--- src/design/psc_pkg.sv ---
// shared constants, codes and control/status types of the scrollback compositor
package psc_pkg;

  localparam int RING_DEPTH_DEF     = 50;
  localparam int SLOT_BYTES_DEF     = 256;
  localparam int SCREEN_COLUMNS_DEF = 132;
  localparam int SCREEN_ROWS        = 32;
  localparam int PAGE_COUNT         = 4;

  typedef enum logic [1:0] {
    CMD_HEADER = 2'd0,
    CMD_DATA   = 2'd1,
    CMD_RENDER = 2'd2,
    CMD_READ   = 2'd3
  } cmd_t;

  typedef enum logic [2:0] {
    ST_ACCEPTED  = 3'd0,
    ST_PUBLISHED = 3'd1,
    ST_REJECTED  = 3'd2,
    ST_RENDERED  = 3'd3,
    ST_READ_DATA = 3'd4
  } status_t;

  typedef struct packed {
    logic signed [15:0] x;
    logic [7:0]         w;
    logic [7:0]         h;
    logic [8:0]         p;
  } slot_meta_t;

  typedef struct packed {
    logic accept;
    logic clr_step;
    logic meta_rd;
    logic setup1;
    logic setup2;
    logic setup3;
    logic row_ld;
    logic pix_step;
    logic row_next;
    logic frame_next;
    logic emit_render;
    logic emit_read;
  } psc_cmd_t;

  typedef struct packed {
    logic out_free;
    logic clr_last;
    logic loop_go;
    logic draw_ok;
    logic pix_last;
    logic row_last;
  } psc_sts_t;

endpackage

--- src/design/psc_ctrl.sv ---
// sequencer that steps the datapath through commands and the render walk
module psc_ctrl (
  input  logic                clk,
  input  logic                rst_n,
  input  logic                in_valid,
  input  logic [1:0]          in_cmd,
  output logic                in_ready,
  output psc_pkg::psc_cmd_t   cmd,
  input  psc_pkg::psc_sts_t   sts
);
  import psc_pkg::*;

  typedef enum logic [10:0] {
    S_IDLE = 11'b00000000001,
    S_CLR  = 11'b00000000010,
    S_CHK  = 11'b00000000100,
    S_SU1  = 11'b00000001000,
    S_SU2  = 11'b00000010000,
    S_SU3  = 11'b00000100000,
    S_ROW  = 11'b00001000000,
    S_PIX  = 11'b00010000000,
    S_RNXT = 11'b00100000000,
    S_FNXT = 11'b01000000000,
    S_READ = 11'b10000000000
  } state_t;

  state_t state_r, state_nxt;

  always_comb begin
    state_nxt = state_r;
    cmd       = '0;
    in_ready  = 1'b0;
    unique case (state_r)
      S_IDLE: begin
        in_ready = sts.out_free;
        if (in_valid && sts.out_free) begin
          cmd.accept = 1'b1;
          if (in_cmd == CMD_RENDER) state_nxt = S_CLR;
          else if (in_cmd == CMD_READ) state_nxt = S_READ;
        end
      end
      S_CLR: begin
        cmd.clr_step = 1'b1;
        if (sts.clr_last) state_nxt = S_CHK;
      end
      S_CHK: begin
        if (sts.loop_go) begin
          cmd.meta_rd = 1'b1;
          state_nxt   = S_SU1;
        end else begin
          cmd.emit_render = 1'b1;
          state_nxt       = S_IDLE;
        end
      end
      S_SU1: begin
        cmd.setup1 = 1'b1;
        state_nxt  = S_SU2;
      end
      S_SU2: begin
        cmd.setup2 = 1'b1;
        state_nxt  = S_SU3;
      end
      S_SU3: begin
        cmd.setup3 = 1'b1;
        state_nxt  = sts.draw_ok ? S_ROW : S_FNXT;
      end
      S_ROW: begin
        cmd.row_ld = 1'b1;
        state_nxt  = S_PIX;
      end
      S_PIX: begin
        cmd.pix_step = 1'b1;
        if (sts.pix_last) state_nxt = S_RNXT;
      end
      S_RNXT: begin
        cmd.row_next = 1'b1;
        state_nxt    = sts.row_last ? S_FNXT : S_ROW;
      end
      S_FNXT: begin
        cmd.frame_next = 1'b1;
        state_nxt      = S_CHK;
      end
      S_READ: begin
        cmd.emit_read = 1'b1;
        state_nxt     = S_IDLE;
      end
      default: state_nxt = S_IDLE;
    endcase
  end

  always_ff @(posedge clk) begin
    if (!rst_n) state_r <= S_IDLE;
    else        state_r <= state_nxt;
  end

endmodule

--- config.mk ---
export PLATFORM = sky130hd
export DESIGN_NAME = psc_ctrl
export DESIGN_NICKNAME = d
export VERILOG_FILES = /design/src/design/psc_pkg.sv /design/src/design/psc_ctrl.sv
export SDC_FILE = /design/constraint.sdc
export NUM_CORES = 1
export LEC_CHECK = 0
export BUFFER_PORTS_ARGS = -buffer_cell sky130_fd_sc_hd__buf_4
export CAP_MARGIN = 20
export CORE_UTILIZATION = 49
export CTS_CLUSTER_SIZE = 40
export DETAILED_ROUTE_END_ITERATION = 10
export PLACE_DENSITY = 0.86
export SETUP_SLACK_MARGIN = 0.02
export SLEW_MARGIN = 5
export SYNTH_ARGS = -nofsm -noshare
export SYNTH_HDL_FRONTEND = slang
export SYNTH_SLANG_ARGS = --single-unit
--- constraint.sdc ---
create_clock -name clk -period 1.8 [get_ports clk]
set_input_delay 0.18 -clock clk [delete_from_list [all_inputs] [get_ports clk]]
set_output_delay 0.18 -clock clk [all_outputs]
set_load 0.005 [all_outputs]
==> results.json <==
{
  "status": "complete, no violations",
  "crit_fanout": 5,
  "tns_ns": 0,
  "fp-row-count": 13,
  "synthSimpleGateAreaFrac": 0.4968,
  "slew_headroom": 0.7732,
  "antenna_found_initial": 0,
  "postSynthAreaPerCell_um2": 7.865,
  "htree_levels": 1,
  "dr.first_iter.drc_count": 40,
  "p_per_area_nw_per_um2": 542.1,
  "start_util": 0.5575,
  "die_area_um2": 1736,
  "area_growth_pct": 44.16,
  "synth-seq-cells": 11,
  "cts.path.max_buffers": 2,
  "synth_top_family_by_area": "simple AND/OR/NAND/NOR gates",
  "hp-class": "input port to flop",
  "peakVddDrop_uv": 358.3,
  "clockPowerShare": 0.291,
  "synth_fa_ha_area_frac": 0,
  "ant_nets": 0,
  "yosysUniqueCellTypes": 32,
  "slew_violations": 0,
  "worstSetupStartpoint": "state_r[5]",
  "yosys_warnings": 0,
  "num_vias": 848,
  "internal_power_mw": 0.4147,
  "n_fill_cell": 95,
  "clock_latency_ns": 0.27,
  "worst_slack_ns": 0.03937,
  "synthFlopType": "dfxtp_1",
  "hold_viol": 0,
  "fmax_mhz": 568.0,
  "drc": 0,
  "fin_crit_ns": 1.761,
  "rr_startpoint": "state_r[10]",
  "synth_compound_area_frac": 0.09416,
  "fin_crit_sh": 0.9781,
  "vias_per_cell": 5.930,
  "synth.mux.area_fraction": 0,
  "wl_per_cell_um": 14.83,
  "largest_reg_flops": 11,
  "endpoint_kind": "output pin",
  "hpwl_um": 1415,
  "synth_xor_area_frac": 0.03409,
  "gr-usage-all-layers": 0.2477,
  "grt_pass1_wl_um": 3277,
  "async_flop_share": 0,
  "drt_pass1_iterations": 4,
  "dp_slack_ns": 0.1337,
  "rrSetupSlack_ns": 0.13,
  "final_cell_mix": "32 x buf_4, 10 x nor2_1, 8 x inv_1",
  "multi_input_area_um2": 568.0,
  "cts_tree": "done",
  "worstMarginPinSlew_ns": 0.3397,
  "grt.overflow.total": 0,
  "maxCapViolCount": 0,
  "p_leak_nw": 0.4845,
  "setup_viol_count_final": 0,
  "synth_edf_count": 0,
  "clock-root-buffer": "clkbuf_4",
  "pwr-share-seq": 0.440,
  "reg2reg_depth": 6,
  "seq_area_um2": 227.7,
  "cts_sinks": 11,
  "reg_top3": "state_r (11)",
  "antenna_cells": 0,
  "worst_setup_path_start_kind": "flop",
  "crit_end": "cmd[2]",
  "swShare": 0.3115,
  "synth_fp_nets": 109,
  "grt_max_degree": 10,
  "numPortBuffers": 23,
  "grt_pass1_vias": 735,
  "coreArea_um2": 1383,
  "seq_area_frac_synth": 0.2857,
  "die_h_um": 41.66,
  "r2r_end": "state_r[2]",
  "top_register": "state_r",
  "wl_um": 2121,
  "clock_skew_ns": 0.002911,
  "timing.hold.ws_ns": 0.1489,
  "die-width_um": 41.66,
  "path_clk_slew_ns": 0.07,
  "nets": 140,
  "cp.required_ns": 1.62,
  "drive_above_1_share": 0.4688,
  "layout_commonest_cell": "buf_4",
  "crit_type": "flop to output pin",
  "crit_arrival_ns": 1.58,
  "synthesis.area_um2": 770.7,
  "p_comb_frac": 0.269,
  "p_switching_mw": 0.1876,
  "rsz0062_at_grt": "true",
  "gp_congestion": 0.7559,
  "cts_hold_buf": 0,
  "synthCells": 98,
  "cts_buffers": 3,
  "io_pins": 24
}
==> area by class of cell <==
| type | count | share of cell area |
|---|---|---|
| clock buffer | 4 | 0.02365 |
| timing repair buffer | 32 | 0.2162 |
| sequential | 11 | 0.2050 |
| tap | 15 | 0.01689 |
| multi-input combinational | 73 | 0.5113 |
| inverter | 8 | 0.02703 |
==> per-layer routing <==
| layer | wire length (um) | up-vias | share of wire | global-route usage |
|---|---|---|---|---|
| li1 | - | 412 | - | - |
| met1 | 905 | 398 | 0.43 | 0.3052 |
| met2 | 1045 | 33 | 0.49 | 0.4094 |
| met3 | 144 | 5 | 0.068 | 0.05217 |
| met4 | 25 | 0 | 0.012 | 0.1161 |
| met5 | 0 | - | 0 | 0 |
==> through the flow <==
| stage | instances | area (um^2) | total power [mW] | utilization |
|---|---|---|---|---|
| after floorplan | 98 | 770.7 | 0.3421 | - |
| after global placement | 134 | 953.4 | 0.3879 | 0.6896 |
| after detailed placement | 134 | 953.4 | 0.3921 | 0.6896 |
| after CTS | 142 | 1033 | 0.5798 | 0.7475 |
| after global routing | 143 | 1111 | 0.6400 | 0.8036 |
| final | 143 | 1111 | 0.6023 | 0.8036 |
==> repair_timing <==
item | 4_1_cts | 5_1_grt
gates resized for setup | 5 | 18
setup endpoints to repair | 10 | 15
buffers inserted | 4 | 1
pin swaps | 2 | 6
==> cell usage after synthesis, types with 3 or more instances <==
cell type | number | area, um^2
inv_1 | 8 | 30.03
dfxtp_1 | 11 | 220.2
nor3b_1 | 5 | 37.54
nor3_1 | 6 | 30.03
nor4_1 | 3 | 18.77
nand2_1 | 5 | 18.77
nand3_1 | 5 | 25.02
o21ai_0 | 3 | 15.01
nor2b_1 | 6 | 37.54
nor4b_1 | 3 | 26.28
nor2_1 | 12 | 45.04
clkbuf_1 | 3 | 11.26
nand4_1 | 3 | 18.77
==> cell families (layout without fill, tap and decap cells) <==
group,Yosys count,count (layout)
compound gates,11,11
xor+xnor,3,3
buf+inv,14,44
flops,11,11
simple gates,59,59
==> how the worst min path moves through the flow <==
stage / startpoint / end / slack, ns / cells past startpoint
4_1_cts: sts[2] / state_r[6] / 0.15 / 3
6_report: sts[2] / state_r[6] / 0.15 / 3
3_3_place_gp: sts[2] / state_r[6] / 0.43 / 3
5_1_grt: sts[2] / state_r[6] / 0.14 / 3
3_5_place_dp: sts[2] / state_r[6] / 0.43 / 3
2_1_floorplan: rst_n / state_r[1] / 0.31 / 2
==> power by group through the flow <==
stage	Combinational [mW]	Sequential, mW	Clock [mW]
after CTS	0.138	0.265	0.177
after detailed placement	0.123	0.269	0
after floorplan	0.0827	0.259	0
final	0.162	0.265	0.175
after global routing	0.173	0.268	0.199
after global placement	0.120	0.268	0
==> worst max-delay path, stage by stage, from the launching register on <==
cell and delay [ns]:
dfxtp_4 0.37, nor4_4 0.36, buf_4 0.20, nand2_2 0.06, nor4_2 0.16, buf_4 0.15
Power figures use the tool's default switching activity.
